## src/design/sra_pkg.sv

```systemverilog
package sra_pkg;

    // default sequence space
    localparam int unsigned SEQ_COUNT_DEF = 32;

    // field widths of the event, command and configuration beats
    localparam int unsigned KIND_W    = 3;
    localparam int unsigned FTYPE_W   = 2;
    localparam int unsigned FSEQ_W    = 5;
    localparam int unsigned FLEN_W    = 10;
    localparam int unsigned TSLOT_W   = 4;
    localparam int unsigned ACT_W     = 3;
    localparam int unsigned SLOT_W    = 4;
    localparam int unsigned TICKS_W   = 16;
    localparam int unsigned CFG_IDX_W = 1;

    // event kinds
    localparam logic [KIND_W-1:0] KIND_PKT   = 3'd0;
    localparam logic [KIND_W-1:0] KIND_PHYS  = 3'd1;
    localparam logic [KIND_W-1:0] KIND_FRAME = 3'd2;
    localparam logic [KIND_W-1:0] KIND_DTO   = 3'd3;
    localparam logic [KIND_W-1:0] KIND_ATO   = 3'd4;

    // frame types
    localparam logic [FTYPE_W-1:0] TYPE_DATA = 2'd0;
    localparam logic [FTYPE_W-1:0] TYPE_ACK  = 2'd1;
    localparam logic [FTYPE_W-1:0] TYPE_NAK  = 2'd2;

    // configuration register indexes
    localparam logic [CFG_IDX_W-1:0] CFG_DATA_TIMEOUT = 1'b0;
    localparam logic [CFG_IDX_W-1:0] CFG_ACK_TIMEOUT  = 1'b1;

    localparam logic [TICKS_W-1:0] DATA_TO_RESET = 16'd4000;
    localparam logic [TICKS_W-1:0] ACK_TO_RESET  = 16'd2500;

    // header plus crc bytes stripped on delivery
    localparam logic [FLEN_W-1:0] HDR_CRC_BYTES = 10'd7;

    typedef enum logic [ACT_W-1:0] {
        ACT_SEND,
        ACT_DELIVER,
        ACT_START_DATA,
        ACT_STOP_DATA,
        ACT_START_ACK,
        ACT_STOP_ACK,
        ACT_STATUS
    } act_t;

    // datapath operations of one control word
    typedef enum logic [3:0] {
        OP_NONE,
        OP_LOAD_NEW,
        OP_SET_PHYS,
        OP_LOAD_ACK,
        OP_LOAD_NAK,
        OP_LOAD_RESEND,
        OP_LOAD_RS,
        OP_MARK,
        OP_ADVANCE_RX,
        OP_RELEASE_TX,
        OP_SENT
    } op_t;

    // jump conditions
    typedef enum logic [4:0] {
        C_ALWAYS,
        C_KIND_PKT,
        C_KIND_PHYS,
        C_KIND_FRAME,
        C_KIND_DTO,
        C_KIND_ATO,
        C_WIN_FULL,
        C_BAD,
        C_NOT_DATA,
        C_NO_NAK_SEND,
        C_NOT_ACCEPT,
        C_NOT_ARRIVED,
        C_NOT_NAK,
        C_RS_OUT,
        C_ACK_OUT,
        C_NAK_BLOCKED,
        C_STYPE_NOT_DATA
    } cond_t;

    localparam int unsigned PC_W = 6;
    typedef logic [PC_W-1:0] pc_t;

    // program labels
    localparam pc_t A_DISP0      = 6'd0;
    localparam pc_t A_DISP1      = 6'd1;
    localparam pc_t A_DISP2      = 6'd2;
    localparam pc_t A_DISP3      = 6'd3;
    localparam pc_t A_DISP4      = 6'd4;
    localparam pc_t A_DISP5      = 6'd5;
    localparam pc_t A_PKT        = 6'd6;
    localparam pc_t A_PKT_SEND   = 6'd7;
    localparam pc_t A_PKT_END    = 6'd8;
    localparam pc_t A_PHYS       = 6'd9;
    localparam pc_t A_ATO        = 6'd10;
    localparam pc_t A_ATO_END    = 6'd11;
    localparam pc_t A_DTO        = 6'd12;
    localparam pc_t A_DTO_END    = 6'd13;
    localparam pc_t A_FRAME      = 6'd14;
    localparam pc_t A_F_TYPE     = 6'd15;
    localparam pc_t A_F_NAKQ     = 6'd16;
    localparam pc_t A_F_NAK      = 6'd17;
    localparam pc_t A_F_NAK_END  = 6'd18;
    localparam pc_t A_F_ACK      = 6'd19;
    localparam pc_t A_F_WIN      = 6'd20;
    localparam pc_t A_F_MARK     = 6'd21;
    localparam pc_t A_F_LOOP     = 6'd22;
    localparam pc_t A_F_DELIVER  = 6'd23;
    localparam pc_t A_F_REARM    = 6'd24;
    localparam pc_t A_F_NAKCHK   = 6'd25;
    localparam pc_t A_F_RS       = 6'd26;
    localparam pc_t A_F_RS_CHK   = 6'd27;
    localparam pc_t A_F_RESEND   = 6'd28;
    localparam pc_t A_ACKLOOP    = 6'd29;
    localparam pc_t A_ACK_STOP   = 6'd30;
    localparam pc_t A_BAD        = 6'd31;
    localparam pc_t A_BAD_NAK    = 6'd32;
    localparam pc_t A_BAD_END    = 6'd33;
    localparam pc_t A_STATUS     = 6'd34;
    localparam pc_t A_SEND       = 6'd35;
    localparam pc_t A_SEND_TMR   = 6'd36;
    localparam pc_t A_SEND_END   = 6'd37;
    localparam pc_t PROG_LEN     = 6'd38;

    typedef struct packed {
        logic  emit;
        act_t  act;
        op_t   op;
        cond_t cond;
        pc_t   target;
        logic  call;
        logic  ret;
        logic  fin;
    } uword_t;

    // sequencer to datapath control
    typedef struct packed {
        logic   busy;
        logic   step;
        uword_t word;
    } seq_ctl_t;

    function automatic uword_t mk(input logic e, input act_t a, input op_t o,
                                  input cond_t c, input pc_t t, input logic cl,
                                  input logic rt, input logic fn);
        uword_t w;
        w.emit   = e;
        w.act    = a;
        w.op     = o;
        w.cond   = c;
        w.target = t;
        w.call   = cl;
        w.ret    = rt;
        w.fin    = fn;
        return w;
    endfunction

    // control store
    function automatic uword_t rom_word(input pc_t a);
        uword_t w;
        case (a)
            // dispatch on event kind
            A_DISP0:     w = mk(1'b0, ACT_SEND, OP_NONE, C_KIND_PKT, A_PKT, 1'b0, 1'b0, 1'b0);
            A_DISP1:     w = mk(1'b0, ACT_SEND, OP_NONE, C_KIND_PHYS, A_PHYS, 1'b0, 1'b0, 1'b0);
            A_DISP2:     w = mk(1'b0, ACT_SEND, OP_NONE, C_KIND_FRAME, A_FRAME,
                                1'b0, 1'b0, 1'b0);
            A_DISP3:     w = mk(1'b0, ACT_SEND, OP_NONE, C_KIND_DTO, A_DTO, 1'b0, 1'b0, 1'b0);
            A_DISP4:     w = mk(1'b0, ACT_SEND, OP_NONE, C_KIND_ATO, A_ATO, 1'b0, 1'b0, 1'b0);
            A_DISP5:     w = mk(1'b0, ACT_SEND, OP_NONE, C_ALWAYS, A_STATUS, 1'b0, 1'b0, 1'b0);
            // new packet from the network layer
            A_PKT:       w = mk(1'b0, ACT_SEND, OP_NONE, C_WIN_FULL, A_STATUS,
                                1'b0, 1'b0, 1'b0);
            A_PKT_SEND:  w = mk(1'b0, ACT_SEND, OP_LOAD_NEW, C_ALWAYS, A_SEND,
                                1'b1, 1'b0, 1'b0);
            A_PKT_END:   w = mk(1'b0, ACT_SEND, OP_NONE, C_ALWAYS, A_STATUS, 1'b0, 1'b0, 1'b0);
            A_PHYS:      w = mk(1'b0, ACT_SEND, OP_SET_PHYS, C_ALWAYS, A_STATUS,
                                1'b0, 1'b0, 1'b0);
            // ack timer expiry
            A_ATO:       w = mk(1'b0, ACT_SEND, OP_LOAD_ACK, C_ALWAYS, A_SEND,
                                1'b1, 1'b0, 1'b0);
            A_ATO_END:   w = mk(1'b0, ACT_SEND, OP_NONE, C_ALWAYS, A_STATUS, 1'b0, 1'b0, 1'b0);
            // data timer expiry
            A_DTO:       w = mk(1'b0, ACT_SEND, OP_LOAD_RESEND, C_ALWAYS, A_SEND,
                                1'b1, 1'b0, 1'b0);
            A_DTO_END:   w = mk(1'b0, ACT_SEND, OP_NONE, C_ALWAYS, A_STATUS, 1'b0, 1'b0, 1'b0);
            // received frame
            A_FRAME:     w = mk(1'b0, ACT_SEND, OP_NONE, C_BAD, A_BAD, 1'b0, 1'b0, 1'b0);
            A_F_TYPE:    w = mk(1'b0, ACT_SEND, OP_NONE, C_NOT_DATA, A_F_NAKCHK,
                                1'b0, 1'b0, 1'b0);
            A_F_NAKQ:    w = mk(1'b0, ACT_SEND, OP_NONE, C_NO_NAK_SEND, A_F_ACK,
                                1'b0, 1'b0, 1'b0);
            A_F_NAK:     w = mk(1'b0, ACT_SEND, OP_LOAD_NAK, C_ALWAYS, A_SEND,
                                1'b1, 1'b0, 1'b0);
            A_F_NAK_END: w = mk(1'b0, ACT_SEND, OP_NONE, C_ALWAYS, A_F_WIN, 1'b0, 1'b0, 1'b0);
            A_F_ACK:     w = mk(1'b1, ACT_START_ACK, OP_NONE, C_ALWAYS, A_F_WIN,
                                1'b0, 1'b0, 1'b0);
            A_F_WIN:     w = mk(1'b0, ACT_SEND, OP_NONE, C_NOT_ACCEPT, A_F_NAKCHK,
                                1'b0, 1'b0, 1'b0);
            A_F_MARK:    w = mk(1'b0, ACT_SEND, OP_MARK, C_ALWAYS, A_F_LOOP, 1'b0, 1'b0, 1'b0);
            A_F_LOOP:    w = mk(1'b0, ACT_SEND, OP_NONE, C_NOT_ARRIVED, A_F_NAKCHK,
                                1'b0, 1'b0, 1'b0);
            A_F_DELIVER: w = mk(1'b1, ACT_DELIVER, OP_ADVANCE_RX, C_ALWAYS, A_F_REARM,
                                1'b0, 1'b0, 1'b0);
            A_F_REARM:   w = mk(1'b1, ACT_START_ACK, OP_NONE, C_ALWAYS, A_F_LOOP,
                                1'b0, 1'b0, 1'b0);
            A_F_NAKCHK:  w = mk(1'b0, ACT_SEND, OP_NONE, C_NOT_NAK, A_ACKLOOP,
                                1'b0, 1'b0, 1'b0);
            A_F_RS:      w = mk(1'b0, ACT_SEND, OP_LOAD_RS, C_ALWAYS, A_F_RS_CHK,
                                1'b0, 1'b0, 1'b0);
            A_F_RS_CHK:  w = mk(1'b0, ACT_SEND, OP_NONE, C_RS_OUT, A_ACKLOOP,
                                1'b0, 1'b0, 1'b0);
            A_F_RESEND:  w = mk(1'b0, ACT_SEND, OP_NONE, C_ALWAYS, A_SEND, 1'b1, 1'b0, 1'b0);
            A_ACKLOOP:   w = mk(1'b0, ACT_SEND, OP_NONE, C_ACK_OUT, A_STATUS,
                                1'b0, 1'b0, 1'b0);
            A_ACK_STOP:  w = mk(1'b1, ACT_STOP_DATA, OP_RELEASE_TX, C_ALWAYS, A_ACKLOOP,
                                1'b0, 1'b0, 1'b0);
            // damaged frame
            A_BAD:       w = mk(1'b0, ACT_SEND, OP_NONE, C_NAK_BLOCKED, A_STATUS,
                                1'b0, 1'b0, 1'b0);
            A_BAD_NAK:   w = mk(1'b0, ACT_SEND, OP_LOAD_NAK, C_ALWAYS, A_SEND,
                                1'b1, 1'b0, 1'b0);
            A_BAD_END:   w = mk(1'b0, ACT_SEND, OP_NONE, C_ALWAYS, A_STATUS, 1'b0, 1'b0, 1'b0);
            // closing status beat
            A_STATUS:    w = mk(1'b1, ACT_STATUS, OP_NONE, C_ALWAYS, A_DISP0, 1'b0, 1'b0, 1'b1);
            // send subroutine
            A_SEND:      w = mk(1'b1, ACT_SEND, OP_SENT, C_STYPE_NOT_DATA, A_SEND_END,
                                1'b0, 1'b0, 1'b0);
            A_SEND_TMR:  w = mk(1'b1, ACT_START_DATA, OP_NONE, C_ALWAYS, A_SEND_END,
                                1'b0, 1'b0, 1'b0);
            A_SEND_END:  w = mk(1'b1, ACT_STOP_ACK, OP_NONE, C_ALWAYS, A_DISP0,
                                1'b0, 1'b1, 1'b0);
            default:     w = mk(1'b0, ACT_SEND, OP_NONE, C_ALWAYS, A_STATUS, 1'b0, 1'b0, 1'b0);
        endcase
        return w;
    endfunction

endpackage

```

## src/design/sra_evt_if.sv

```systemverilog
interface sra_evt_if;
    import sra_pkg::*;

    logic                 valid;
    logic                 ready;
    logic [KIND_W-1:0]    kind;
    logic                 frame_good;
    logic [FTYPE_W-1:0]   frame_type;
    logic [FSEQ_W-1:0]    frame_seq;
    logic [FSEQ_W-1:0]    peer_ack;
    logic [FLEN_W-1:0]    frame_length;
    logic [TSLOT_W-1:0]   timer_slot;

    modport source (
        output valid, kind, frame_good, frame_type, frame_seq, peer_ack,
               frame_length, timer_slot,
        input  ready
    );

    modport sink (
        input  valid, kind, frame_good, frame_type, frame_seq, peer_ack,
               frame_length, timer_slot,
        output ready
    );

endinterface

```

## src/design/sra_cmd_if.sv

```systemverilog
interface sra_cmd_if;
    import sra_pkg::*;

    logic                 valid;
    logic                 ready;
    logic [ACT_W-1:0]     action;
    logic [FTYPE_W-1:0]   send_type;
    logic [FSEQ_W-1:0]    send_seq;
    logic [FSEQ_W-1:0]    send_ack;
    logic [SLOT_W-1:0]    buffer_slot;
    logic [FLEN_W-1:0]    packet_length;
    logic [TICKS_W-1:0]   timer_ticks;
    logic                 network_enable;
    logic                 last;

    modport source (
        output valid, action, send_type, send_seq, send_ack, buffer_slot,
               packet_length, timer_ticks, network_enable, last,
        input  ready
    );

    modport sink (
        input  valid, action, send_type, send_seq, send_ack, buffer_slot,
               packet_length, timer_ticks, network_enable, last,
        output ready
    );

endinterface

```

## src/design/sra_cfg_if.sv

```systemverilog
interface sra_cfg_if;
    import sra_pkg::*;

    logic                 valid;
    logic                 ready;
    logic [CFG_IDX_W-1:0] index;
    logic [TICKS_W-1:0]   data;

    modport source (
        output valid, index, data,
        input  ready
    );

    modport sink (
        input  valid, index, data,
        output ready
    );

endinterface

```

## src/design/selective_repeat_arq_control_core.sv

```systemverilog
// Selective repeat ARQ link controller.
// evt carries one link event per beat (packet ready, physical ready, frame
// received, data timeout, ack timeout). cmd returns the commands that event
// causes, in order: frame sends, deliveries, timer starts and stops, closing
// with one status beat (last = 1) that carries the network enable.
// cfg writes the data and ack timer durations and is always ready; it is to be
// written only while no event is in flight, which the block does not enforce.
// A short program in a control store walks each event, one control word per
// cycle; a word that emits a command waits while the output register is full.
// The shortest event is a packet ready with a full window, the longest a frame
// that releases a full window of deliveries and acks; a command beat held by a
// stalled receiver holds the program with it.
// The next event can be taken in the same cycle that the status beat first
// sits in the output register.
// Reset clears the window pointers, arrived flags and timer durations to
// their initial values; no clearing pass is needed.
module selective_repeat_arq_control_core #(
    parameter int unsigned SEQ_COUNT = sra_pkg::SEQ_COUNT_DEF
) (
    input  logic clk,
    input  logic rst_n,
    sra_evt_if.sink   evt,
    sra_cmd_if.source cmd,
    sra_cfg_if.sink   cfg
);
    import sra_pkg::*;

    localparam int unsigned W    = SEQ_COUNT / 2;
    localparam int unsigned SW   = $clog2(SEQ_COUNT);
    localparam int unsigned SW1  = SW + 1;
    localparam int unsigned WB   = $clog2(W);
    localparam int unsigned OC_W = $clog2(W + 1);

    // modulo helpers on sequence numbers
    function automatic logic [SW-1:0] seq_inc(input logic [SW-1:0] s);
        return (s == SW'(SEQ_COUNT - 1)) ? '0 : s + SW'(1);
    endfunction

    function automatic logic [SW-1:0] seq_dec(input logic [SW-1:0] s);
        return (s == '0) ? SW'(SEQ_COUNT - 1) : s - SW'(1);
    endfunction

    function automatic logic [SW-1:0] seq_add_w(input logic [SW-1:0] s);
        logic [SW:0] t;
        t = {1'b0, s} + SW1'(W);
        if (t >= SW1'(SEQ_COUNT))
            t = t - SW1'(SEQ_COUNT);
        return t[SW-1:0];
    endfunction

    function automatic logic [WB-1:0] slot_of(input logic [SW-1:0] s);
        logic [SW-1:0] t;
        t = s;
        if (t >= SW'(W))
            t = t - SW'(W);
        if (t >= SW'(W))
            t = t - SW'(W);
        return t[WB-1:0];
    endfunction

    function automatic logic [SW-1:0] seq_in(input logic [FSEQ_W-1:0] v);
        logic [8:0] t;
        t = 9'(v);
        for (int i = 0; i < 8; i++)
            if (t >= 9'(SEQ_COUNT))
                t = t - 9'(SEQ_COUNT);
        return t[SW-1:0];
    endfunction

    function automatic logic [WB-1:0] tslot_in(input logic [TSLOT_W-1:0] v);
        logic [8:0] t;
        t = 9'(v);
        for (int i = 0; i < 8; i++)
            if (t >= 9'(W))
                t = t - 9'(W);
        return t[WB-1:0];
    endfunction

    function automatic logic in_win(input logic [SW-1:0] a, input logic [SW-1:0] b,
                                    input logic [SW-1:0] c);
        return ((a <= b) && (b < c)) || ((c < a) && (a <= b)) || ((b < c) && (c < a));
    endfunction

    function automatic logic [FSEQ_W-1:0] to_seq_field(input logic [SW-1:0] s);
        logic [7:0] x;
        x = 8'(s);
        return x[FSEQ_W-1:0];
    endfunction

    function automatic logic [SLOT_W-1:0] to_slot_field(input logic [WB-1:0] s);
        logic [7:0] x;
        x = 8'(s);
        return x[SLOT_W-1:0];
    endfunction

    seq_ctl_t ctl;
    logic     cond_hit;
    logic     out_free;
    logic     evt_fire;
    logic     cfg_fire;

    // link state
    logic [SW-1:0]      nts_reg, nts_next;
    logic [SW-1:0]      old_reg, old_next;
    logic [SW-1:0]      rle_reg, rle_next;
    logic [SW-1:0]      rue_reg, rue_next;
    logic [OC_W-1:0]    outc_reg, outc_next;
    logic [W-1:0]       arr_reg, arr_next;
    logic               nak_ok_reg, nak_ok_next;
    logic               phys_reg, phys_next;
    logic [TICKS_W-1:0] data_to_reg, data_to_next;
    logic [TICKS_W-1:0] ack_to_reg, ack_to_next;
    logic               cmd_valid_reg, cmd_valid_next;

    // frame to send
    logic [SW-1:0]      sseq_reg, sseq_next;
    logic [FTYPE_W-1:0] stype_reg, stype_next;

    // latched event
    logic [KIND_W-1:0]  kind_reg;
    logic               good_reg;
    logic [FTYPE_W-1:0] ftype_reg;
    logic [SW-1:0]      fseq_reg;
    logic [SW-1:0]      fack_reg;
    logic [FLEN_W-1:0]  flen_reg;
    logic [WB-1:0]      tslot_reg;

    // output register payload
    logic [ACT_W-1:0]   o_act_reg, o_act_next;
    logic [FTYPE_W-1:0] o_type_reg, o_type_next;
    logic [FSEQ_W-1:0]  o_seq_reg, o_seq_next;
    logic [FSEQ_W-1:0]  o_ack_reg, o_ack_next;
    logic [SLOT_W-1:0]  o_slot_reg, o_slot_next;
    logic [FLEN_W-1:0]  o_len_reg, o_len_next;
    logic [TICKS_W-1:0] o_ticks_reg, o_ticks_next;
    logic               o_ne_reg, o_ne_next;
    logic               o_last_reg, o_last_next;

    logic [WB-1:0]      fslot;
    logic [WB-1:0]      rslot;
    logic [WB-1:0]      sslot;
    logic [WB-1:0]      oslot;
    logic               arr_rd;
    logic [FLEN_W-1:0]  plen;
    logic [SW-1:0]      tseq;

    assign out_free = !cmd_valid_reg || cmd.ready;
    assign evt.ready = !ctl.busy;
    assign cfg.ready = 1'b1;
    assign evt_fire  = evt.valid && evt.ready;
    assign cfg_fire  = cfg.valid && cfg.ready;

    sra_seq u_seq (
        .clk      (clk),
        .rst_n    (rst_n),
        .start    (evt_fire),
        .out_free (out_free),
        .cond_hit (cond_hit),
        .ctl      (ctl)
    );

    assign fslot = slot_of(fseq_reg);
    assign rslot = slot_of(rle_reg);
    assign sslot = slot_of(sseq_reg);
    assign oslot = slot_of(old_reg);
    assign tseq  = SW'(tslot_reg);
    assign plen  = (flen_reg >= HDR_CRC_BYTES) ? flen_reg - HDR_CRC_BYTES : '0;

    // one read port on the arrived flags
    assign arr_rd = arr_reg[(ctl.word.cond == C_NOT_ACCEPT) ? fslot : rslot];

    // jump condition select
    always_comb
    begin
        case (ctl.word.cond)
            C_ALWAYS:         cond_hit = 1'b1;
            C_KIND_PKT:       cond_hit = (kind_reg == KIND_PKT);
            C_KIND_PHYS:      cond_hit = (kind_reg == KIND_PHYS);
            C_KIND_FRAME:     cond_hit = (kind_reg == KIND_FRAME);
            C_KIND_DTO:       cond_hit = (kind_reg == KIND_DTO);
            C_KIND_ATO:       cond_hit = (kind_reg == KIND_ATO);
            C_WIN_FULL:       cond_hit = (outc_reg >= OC_W'(W));
            C_BAD:            cond_hit = !good_reg;
            C_NOT_DATA:       cond_hit = (ftype_reg != TYPE_DATA);
            C_NO_NAK_SEND:    cond_hit = (fseq_reg == rle_reg) || !nak_ok_reg;
            C_NOT_ACCEPT:     cond_hit = !(in_win(rle_reg, fseq_reg, rue_reg) && !arr_rd);
            C_NOT_ARRIVED:    cond_hit = !arr_rd;
            C_NOT_NAK:        cond_hit = (ftype_reg != TYPE_NAK);
            C_RS_OUT:         cond_hit = !in_win(old_reg, sseq_reg, nts_reg);
            C_ACK_OUT:        cond_hit = !in_win(old_reg, fack_reg, nts_reg);
            C_NAK_BLOCKED:    cond_hit = !nak_ok_reg;
            C_STYPE_NOT_DATA: cond_hit = (stype_reg != TYPE_DATA);
            default:          cond_hit = 1'b0;
        endcase
    end

    // datapath operations and configuration writes
    always_comb
    begin
        nts_next     = nts_reg;
        old_next     = old_reg;
        rle_next     = rle_reg;
        rue_next     = rue_reg;
        outc_next    = outc_reg;
        arr_next     = arr_reg;
        nak_ok_next  = nak_ok_reg;
        phys_next    = phys_reg;
        sseq_next    = sseq_reg;
        stype_next   = stype_reg;
        data_to_next = data_to_reg;
        ack_to_next  = ack_to_reg;

        if (cfg_fire)
        begin
            case (cfg.index)
                CFG_DATA_TIMEOUT: data_to_next = cfg.data;
                CFG_ACK_TIMEOUT:  ack_to_next  = cfg.data;
                default:          ;
            endcase
        end

        if (ctl.step)
        begin
            case (ctl.word.op)
                OP_LOAD_NEW:
                begin
                    outc_next  = outc_reg + OC_W'(1);
                    sseq_next  = nts_reg;
                    stype_next = TYPE_DATA;
                    nts_next   = seq_inc(nts_reg);
                end
                OP_SET_PHYS:
                begin
                    phys_next = 1'b1;
                end
                OP_LOAD_ACK:
                begin
                    sseq_next  = '0;
                    stype_next = TYPE_ACK;
                end
                OP_LOAD_NAK:
                begin
                    sseq_next  = '0;
                    stype_next = TYPE_NAK;
                end
                OP_LOAD_RESEND:
                begin
                    // slot outside the send window means the upper half sequence
                    sseq_next  = in_win(old_reg, tseq, nts_reg) ? tseq : tseq + SW'(W);
                    stype_next = TYPE_DATA;
                end
                OP_LOAD_RS:
                begin
                    sseq_next  = seq_inc(fack_reg);
                    stype_next = TYPE_DATA;
                end
                OP_MARK:
                begin
                    arr_next[fslot] = 1'b1;
                end
                OP_ADVANCE_RX:
                begin
                    nak_ok_next     = 1'b1;
                    arr_next[rslot] = 1'b0;
                    rle_next        = seq_inc(rle_reg);
                    rue_next        = seq_inc(rue_reg);
                end
                OP_RELEASE_TX:
                begin
                    if (outc_reg != '0)
                        outc_next = outc_reg - OC_W'(1);
                    old_next = seq_inc(old_reg);
                end
                OP_SENT:
                begin
                    phys_next = 1'b0;
                    if (stype_reg == TYPE_NAK)
                        nak_ok_next = 1'b0;
                end
                default: ;
            endcase
        end
    end

    // command beat formed from the current word
    always_comb
    begin
        o_act_next   = o_act_reg;
        o_type_next  = o_type_reg;
        o_seq_next   = o_seq_reg;
        o_ack_next   = o_ack_reg;
        o_slot_next  = o_slot_reg;
        o_len_next   = o_len_reg;
        o_ticks_next = o_ticks_reg;
        o_ne_next    = o_ne_reg;
        o_last_next  = o_last_reg;
        cmd_valid_next = cmd_valid_reg;

        if (ctl.step && ctl.word.emit)
        begin
            cmd_valid_next = 1'b1;
            o_act_next   = ctl.word.act;
            o_type_next  = '0;
            o_seq_next   = '0;
            o_ack_next   = '0;
            o_slot_next  = '0;
            o_len_next   = '0;
            o_ticks_next = '0;
            o_ne_next    = 1'b0;
            o_last_next  = 1'b0;
            case (ctl.word.act)
                ACT_SEND:
                begin
                    o_type_next = stype_reg;
                    o_seq_next  = to_seq_field(sseq_reg);
                    o_ack_next  = to_seq_field(seq_dec(rle_reg));
                    if (stype_reg == TYPE_DATA)
                        o_slot_next = to_slot_field(sslot);
                end
                ACT_DELIVER:
                begin
                    o_slot_next = to_slot_field(rslot);
                    o_len_next  = plen;
                end
                ACT_START_DATA:
                begin
                    o_slot_next  = to_slot_field(sslot);
                    o_ticks_next = data_to_reg;
                end
                ACT_STOP_DATA:
                begin
                    o_slot_next = to_slot_field(oslot);
                end
                ACT_START_ACK:
                begin
                    o_ticks_next = ack_to_reg;
                end
                ACT_STATUS:
                begin
                    o_ne_next   = (outc_reg < OC_W'(W)) && phys_reg;
                    o_last_next = 1'b1;
                end
                default: ;
            endcase
        end
        else if (cmd.ready)
        begin
            cmd_valid_next = 1'b0;
        end
    end

    // control state
    always_ff @(posedge clk or negedge rst_n)
    begin
        if (!rst_n)
        begin
            nts_reg       <= '0;
            old_reg       <= '0;
            rle_reg       <= '0;
            rue_reg       <= SW'(W);
            outc_reg      <= '0;
            arr_reg       <= '0;
            nak_ok_reg    <= 1'b1;
            phys_reg      <= 1'b0;
            data_to_reg   <= DATA_TO_RESET;
            ack_to_reg    <= ACK_TO_RESET;
            cmd_valid_reg <= 1'b0;
        end
        else
        begin
            nts_reg       <= nts_next;
            old_reg       <= old_next;
            rle_reg       <= rle_next;
            rue_reg       <= rue_next;
            outc_reg      <= outc_next;
            arr_reg       <= arr_next;
            nak_ok_reg    <= nak_ok_next;
            phys_reg      <= phys_next;
            data_to_reg   <= data_to_next;
            ack_to_reg    <= ack_to_next;
            cmd_valid_reg <= cmd_valid_next;
        end
    end

    // payload registers
    always_ff @(posedge clk)
    begin
        sseq_reg    <= sseq_next;
        stype_reg   <= stype_next;
        o_act_reg   <= o_act_next;
        o_type_reg  <= o_type_next;
        o_seq_reg   <= o_seq_next;
        o_ack_reg   <= o_ack_next;
        o_slot_reg  <= o_slot_next;
        o_len_reg   <= o_len_next;
        o_ticks_reg <= o_ticks_next;
        o_ne_reg    <= o_ne_next;
        o_last_reg  <= o_last_next;
        if (evt_fire)
        begin
            kind_reg  <= evt.kind;
            good_reg  <= evt.frame_good;
            ftype_reg <= evt.frame_type;
            fseq_reg  <= seq_in(evt.frame_seq);
            fack_reg  <= seq_in(evt.peer_ack);
            flen_reg  <= evt.frame_length;
            tslot_reg <= tslot_in(evt.timer_slot);
        end
    end

    assign cmd.valid          = cmd_valid_reg;
    assign cmd.action         = o_act_reg;
    assign cmd.send_type      = o_type_reg;
    assign cmd.send_seq       = o_seq_reg;
    assign cmd.send_ack       = o_ack_reg;
    assign cmd.buffer_slot    = o_slot_reg;
    assign cmd.packet_length  = o_len_reg;
    assign cmd.timer_ticks    = o_ticks_reg;
    assign cmd.network_enable = o_ne_reg;
    assign cmd.last           = o_last_reg;

    // never more frames outstanding than the window
    a_outc: assert property (@(posedge clk) disable iff (!rst_n)
        outc_reg <= OC_W'(W))
        else $error("outstanding count beyond window");

    // receive window keeps its width
    a_rx_window: assert property (@(posedge clk) disable iff (!rst_n)
        rue_reg == seq_add_w(rle_reg))
        else $error("receive window edges out of step");

    // last flag marks the status beat and nothing else
    a_last: assert property (@(posedge clk) disable iff (!rst_n)
        cmd_valid_reg |-> (o_last_reg == (o_act_reg == ACT_STATUS)))
        else $error("last flag on a non-status beat");

    // an accepted event starts the program
    a_start: assert property (@(posedge clk) disable iff (!rst_n)
        evt_fire |=> ctl.busy)
        else $error("event accepted without starting the sequencer");

endmodule

```

## src/design/sra_seq.sv

```systemverilog
module sra_seq (
    input  logic              clk,
    input  logic              rst_n,
    input  logic              start,
    input  logic              out_free,
    input  logic              cond_hit,
    output sra_pkg::seq_ctl_t ctl
);
    import sra_pkg::*;

    pc_t    pc_reg;
    pc_t    pc_next;
    pc_t    ret_reg;
    pc_t    ret_next;
    logic   busy_reg;
    logic   busy_next;
    uword_t word;
    logic   step;

    // fetch, and hold a word that emits while the output register is full
    assign word = rom_word(pc_reg);
    assign step = busy_reg && !(word.emit && !out_free);

    assign ctl.busy = busy_reg;
    assign ctl.step = step;
    assign ctl.word = word;

    // next address: start, finish, return, call, conditional jump or fall through
    always_comb
    begin
        pc_next   = pc_reg;
        ret_next  = ret_reg;
        busy_next = busy_reg;
        if (start)
        begin
            pc_next   = A_DISP0;
            busy_next = 1'b1;
        end
        else if (step)
        begin
            if (word.fin)
            begin
                busy_next = 1'b0;
                pc_next   = A_DISP0;
            end
            else if (word.ret)
            begin
                pc_next = ret_reg;
            end
            else if (word.call)
            begin
                ret_next = pc_reg + PC_W'(1);
                pc_next  = word.target;
            end
            else if (cond_hit)
            begin
                pc_next = word.target;
            end
            else
            begin
                pc_next = pc_reg + PC_W'(1);
            end
        end
    end

    // program counter, return register and busy flag
    always_ff @(posedge clk or negedge rst_n)
    begin
        if (!rst_n)
        begin
            pc_reg   <= A_DISP0;
            ret_reg  <= A_DISP0;
            busy_reg <= 1'b0;
        end
        else
        begin
            pc_reg   <= pc_next;
            ret_reg  <= ret_next;
            busy_reg <= busy_next;
        end
    end

    // program counter stays inside the control store
    a_pc_range: assert property (@(posedge clk) disable iff (!rst_n)
        busy_reg |-> (pc_reg < PROG_LEN))
        else $error("sequencer left the control store");

    // an idle sequencer waits at the dispatch entry
    a_idle_pc: assert property (@(posedge clk) disable iff (!rst_n)
        !busy_reg |-> (pc_reg == A_DISP0))
        else $error("idle sequencer not at dispatch");

    // a word held by a full output register is retried unchanged
    a_hold: assert property (@(posedge clk) disable iff (!rst_n)
        (busy_reg && !step) |=> (busy_reg && $stable(pc_reg)))
        else $error("stalled word was skipped");

endmodule
```

## src/flat_wrapper.sv

```systemverilog
// flat-port wrapper written by rule: the top's interface ports become plain ports
module selective_repeat_arq_control_core_flat import sra_pkg::*;
#(
    parameter int unsigned SEQ_COUNT = sra_pkg::SEQ_COUNT_DEF
)
  (clk, rst_n, evt_valid, evt_kind, evt_frame_good, evt_frame_type, evt_frame_seq, evt_peer_ack, evt_frame_length, evt_timer_slot, evt_ready, cmd_valid, cmd_action, cmd_send_type, cmd_send_seq, cmd_send_ack, cmd_buffer_slot, cmd_packet_length, cmd_timer_ticks, cmd_network_enable, cmd_last, cmd_ready, cfg_valid, cfg_index, cfg_data, cfg_ready);
  sra_evt_if evt_i ();
  sra_cmd_if cmd_i ();
  sra_cfg_if cfg_i ();
  input  logic clk;
  input  logic rst_n;
  input wire logic [$bits(evt_i.valid)-1:0] evt_valid;
  input wire logic [$bits(evt_i.kind)-1:0] evt_kind;
  input wire logic [$bits(evt_i.frame_good)-1:0] evt_frame_good;
  input wire logic [$bits(evt_i.frame_type)-1:0] evt_frame_type;
  input wire logic [$bits(evt_i.frame_seq)-1:0] evt_frame_seq;
  input wire logic [$bits(evt_i.peer_ack)-1:0] evt_peer_ack;
  input wire logic [$bits(evt_i.frame_length)-1:0] evt_frame_length;
  input wire logic [$bits(evt_i.timer_slot)-1:0] evt_timer_slot;
  output wire logic [$bits(evt_i.ready)-1:0] evt_ready;
  output wire logic [$bits(cmd_i.valid)-1:0] cmd_valid;
  output wire logic [$bits(cmd_i.action)-1:0] cmd_action;
  output wire logic [$bits(cmd_i.send_type)-1:0] cmd_send_type;
  output wire logic [$bits(cmd_i.send_seq)-1:0] cmd_send_seq;
  output wire logic [$bits(cmd_i.send_ack)-1:0] cmd_send_ack;
  output wire logic [$bits(cmd_i.buffer_slot)-1:0] cmd_buffer_slot;
  output wire logic [$bits(cmd_i.packet_length)-1:0] cmd_packet_length;
  output wire logic [$bits(cmd_i.timer_ticks)-1:0] cmd_timer_ticks;
  output wire logic [$bits(cmd_i.network_enable)-1:0] cmd_network_enable;
  output wire logic [$bits(cmd_i.last)-1:0] cmd_last;
  input wire logic [$bits(cmd_i.ready)-1:0] cmd_ready;
  input wire logic [$bits(cfg_i.valid)-1:0] cfg_valid;
  input wire logic [$bits(cfg_i.index)-1:0] cfg_index;
  input wire logic [$bits(cfg_i.data)-1:0] cfg_data;
  output wire logic [$bits(cfg_i.ready)-1:0] cfg_ready;
  assign evt_i.valid = evt_valid;
  assign evt_i.kind = evt_kind;
  assign evt_i.frame_good = evt_frame_good;
  assign evt_i.frame_type = evt_frame_type;
  assign evt_i.frame_seq = evt_frame_seq;
  assign evt_i.peer_ack = evt_peer_ack;
  assign evt_i.frame_length = evt_frame_length;
  assign evt_i.timer_slot = evt_timer_slot;
  assign evt_ready = evt_i.ready;
  assign cmd_valid = cmd_i.valid;
  assign cmd_action = cmd_i.action;
  assign cmd_send_type = cmd_i.send_type;
  assign cmd_send_seq = cmd_i.send_seq;
  assign cmd_send_ack = cmd_i.send_ack;
  assign cmd_buffer_slot = cmd_i.buffer_slot;
  assign cmd_packet_length = cmd_i.packet_length;
  assign cmd_timer_ticks = cmd_i.timer_ticks;
  assign cmd_network_enable = cmd_i.network_enable;
  assign cmd_last = cmd_i.last;
  assign cmd_i.ready = cmd_ready;
  assign cfg_i.valid = cfg_valid;
  assign cfg_i.index = cfg_index;
  assign cfg_i.data = cfg_data;
  assign cfg_ready = cfg_i.ready;
  selective_repeat_arq_control_core #(.SEQ_COUNT(SEQ_COUNT)) u_core (.clk(clk), .rst_n(rst_n), .evt(evt_i), .cmd(cmd_i), .cfg(cfg_i));
endmodule
```

## config.mk

```make
export PLATFORM = sky130hd
export DESIGN_NAME = selective_repeat_arq_control_core_flat
export DESIGN_NICKNAME = d
export VERILOG_FILES = /design/src/design/sra_pkg.sv /design/src/design/sra_evt_if.sv /design/src/design/sra_cmd_if.sv /design/src/design/sra_cfg_if.sv /design/src/design/selective_repeat_arq_control_core.sv /design/src/design/sra_seq.sv /design/src/flat_wrapper.sv
export SDC_FILE = /design/constraint.sdc
export NUM_CORES = 1
export LEC_CHECK = 0
export BUFFER_PORTS_ARGS = -buffer_cell sky130_fd_sc_hd__buf_4
export CORE_MARGIN = 10
export CORE_UTILIZATION = 27
export DETAILED_ROUTE_END_ITERATION = 10
export HOLD_SLACK_MARGIN = 0.08
export PLACE_DENSITY = 0.43
export SYNTH_ARGS = -nofsm -noshare
export SYNTH_HDL_FRONTEND = slang
export SYNTH_SLANG_ARGS = --single-unit
```

## constraint.sdc

```tcl
create_clock -name clk -period 7.1 [get_ports clk]
set_clock_uncertainty 0.05 [all_clocks]
set_input_delay 1.42 -clock clk [delete_from_list [all_inputs] [get_ports clk]]
set_output_delay 1.42 -clock clk [all_outputs]
set_load 0.05 [all_outputs]
```

==> results.md <==
- internal power: 2.90 mW
- count of input and output buffers: 100
- Worst Path Required: 7.36 ns
- total leakage power: 4.97 nW
- number of hold-repair buffers added at the cts stage: 0
- Diodes inserted: 0
- Vias/cell: 5.05
- headroom to the max-slew limit: 33.3%
- Die Wd: 213 microns
- latest clock arrival within the worst-skew pair: 0.44 ns
- post-detailed-placement half-perimeter wirelength: 21100 microns
- placed inst area: 11300 sq um
- global routing usage summed across all routing layers: 12.8%
- Max Root-Sink Buffers: 2
- total routed wirelength: 29000 microns
- 1st-iter DRT viols: 459
- number of flip-flops and latches in the synthesized netlist: 173
- minimum setup slack in the final design: 2.63 ns
- largest fanout on the critical path: 16
- number of enable flip-flop cells after synthesis: 84
- IO Pins: 102
- sinks on the clock net: 173
- Tot Pwr: 5.41 mW
- pin count of the biggest net entering global routing: 55
- setup repair after global routing missed its margin: no
- Comb power frac: 50.0%
- count of warnings emitted by yosys: 0
- DRC violation count after routing: 0
- remaining antenna violation count after routing: 0
- Crit path arrival time: 4.73 ns
- post_cts resized: 0
- setup TNS after final layout: 0 ns
- sequential element share of the synthesized area: 47.2%
- top achievable clock speed: 224 MHz
- sequential share of power: 31.4%
- area of the mapped netlist: 10100 sq um
- final clock period utilization by the worst path: 62.9%
- MaxCap Viol Count: 0
- worst reg2reg setup slack: 2.63 ns
- standard cell core area: 36800 sq um
- share of the core filled with cells: 32.6%
- synthesized netlist net count: 1085
- area of all placed cells without fillers: 12000 sq um
- Peak supply drop: 224 uV
- clock group share of total power: 18.6%
- root buffer cell: clkbuf_16
- HP Class: reg2reg
- Setup-failing EPs final: 0
- final count of hold timing violations: 0
- starting density of the core: 27.5%
- prevailing post-synth register cell: edfxtp_1
- die footprint: 45500 sq um
- net count reported at finish: 1172
- power per unit of standard cell area: 452 nW/um^2
- sum of overflow across all layers after global routing: 0
- proportion of layout cells with a drive suffix above 1: 20.4%
- worst slew pin tran: 0.998 ns
- max-slew violation total from the final report: 0
- syn_area_per_cell: 10.5 sq um
- Worst Setup Slack post-DPL: 2.65 ns
- Switching Power: 2.51 mW
- number of filler cells placed in the layout: 3781
- CTS H-tree depth: 4
- final routed wire length divided by cell count: 19.0 microns
- switching portion of total power: 46.4%
- instance count of the mapped netlist: 961
- Layout Area Growth over Synthesis: 18.6%
- CTS clock-pin slew for the worst setup and hold paths: 0.08 ns
- Std-Cell Rows: 70
- first-pass iteration count of the detailed router: 5
- height of the chip: 213 microns
- first-pass GRT wire length: 45500 microns
- placer congestion estimate: 0.852
- TritonCTS clock tree: done
- CP Launch Type: flop
- CP Class: reg2reg
- number of antenna violations at the first check in global routing: 0
- count of unique library cells instantiated by Yosys: 79
- time the worst path needs with I/O delays and setup: 4.47 ns
- Async S/R FF share, synth: 51.4%
- detailed-route via count: 7725
- number of buffers added by the clock tree synthesis step: 17
- run status: finished clean
- crit path capture type: flop
- number of global-route vias before repair: 7754
- Setup Fix Bufs, Post-CTS: 0
==> final cells by class <==
class	count	area, sq um	area share [%]
well taps	468	586	4.89
clock buffers	18	450	3.76
inverters	52	195	1.63
repair buffers	110	826	6.90
multi-input cells	694	4970	41.5
clock inverters	14	185	1.55
flip-flops and latches	173	4770	39.8
==> worst max-delay path, stage by stage, from the launching register on <==
cell and delay, ns:
dfrtp_1 0.58, inv_1 0.22, ha_1 0.42, or3b_1 0.39
a21o_1 0.20, or3_1 0.61, o21ai_0 0.38, a21oi_1 0.11
o21a_1 0.18, o31ai_1 0.42, o21ai_0 0.19, a2111oi_0 0.48
a211oi_1 0.10
==> power groups by stage <==
| stage | Sequential, mW | Clock [mW] | Combinational, mW |
|---|---|---|---|
| 2_1_floorplan | 2.06 | 0 | 1.56 |
| 3_3_place_gp | 1.72 | 0 | 2.72 |
| 3_5_place_dp | 1.72 | 0 | 2.72 |
| 4_1_cts | 1.70 | 1.04 | 2.73 |
| 5_1_grt | 1.74 | 1.08 | 2.97 |
| 6_report | 1.70 | 1.01 | 2.70 |
==> per-layer routing <==
metal | global-route usage [%] | part of all wire, % | vias up | routed length (microns)
met5 | 0 | 0 | - | 0
met4 | 3.62 | 1.3 | 0 | 372
met3 | 2.70 | 5.2 | 25 | 1520
met2 | 19.5 | 45 | 209 | 12900
met1 | 17.9 | 49 | 3737 | 14200
li1 | - | - | 3754 | -
==> cell usage in the layout (no fill, tap or decap), drive strengths merged, types with 16 or more instances in the layout <==
cell / n
buf: 110
edfxtp: 84
dfrtp: 76
nand2: 73
ha: 71
nor2: 66
inv: 60
o21ai: 55
mux2: 44
a21oi: 43
nor3: 29
a22o: 28
a21o: 23
nand3: 23
nand2b: 21
clkbuf: 18
a211oi: 16
==> metrics by stage <==
stage	instances	hold WS, ns
6_report	1529	0.452
5_1_grt	1529	0.465
4_1_cts	1529	0.457
3_5_place_dp	1497	0.443
3_3_place_gp	1497	0.439
2_1_floorplan	961	0.410
==> synthesized netlist by cell type (all sizes together) (14+ instances only) <==
| cell type | number | share of area (%) |
|---|---|---|
| a211oi | 16 | 1.2 |
| nand3 | 23 | 1.1 |
| a21oi | 43 | 2.2 |
| nand2b | 21 | 1.3 |
| nor3 | 29 | 1.5 |
| dfrtp | 76 | 19 |
| buf | 18 | 1.0 |
| ha | 71 | 8.8 |
| o21a | 14 | 1.0 |
| edfxtp | 84 | 25 |
| a31oi | 14 | 0.87 |
| nor2 | 66 | 2.5 |
| mux2 | 44 | 4.9 |
| o21ai | 55 | 2.7 |
| nand2 | 73 | 2.7 |
| a22o | 28 | 2.4 |
| inv | 52 | 1.9 |
| a21o | 23 | 1.7 |
| clkbuf | 24 | 0.89 |
==> kinds of logic (layout without fill, tap and decap cells) <==
family                     count (synthesis)  in the layout  share of synthesized area (%)
and+or+nand+nor                          283            283                           14.2
AOI/OAI and AO/OA                        258            258                           17.5
DFF                                      173            173                           47.2
buffers and inverters                     94            194                           3.83
adders and majority gates                 76             76                           9.39
muxes                                     54             54                           5.90
xor gates and xnor gates                  22             22                           1.91
other                                      1              1                         0.0371
==> worst paths after layout <==
kind / startpoint / end / cells after the start
setup / recovery: u_core.u_seq.pc_reg[0] / u_core.u_seq.pc_reg[1] / 12
setup reg to reg: u_core.u_seq.pc_reg[0] / u_core.u_seq.pc_reg[1] / 12
min in group asynchronous: rst_n / u_core.nts_reg[3] / 1
max in group asynchronous: rst_n / u_core.u_seq.busy_reg / 2
hold reg to reg: u_core.phys_reg / u_core.phys_reg / 1
hold / removal: u_core.phys_reg / u_core.phys_reg / 1
(Power assumes the default switching activity.)
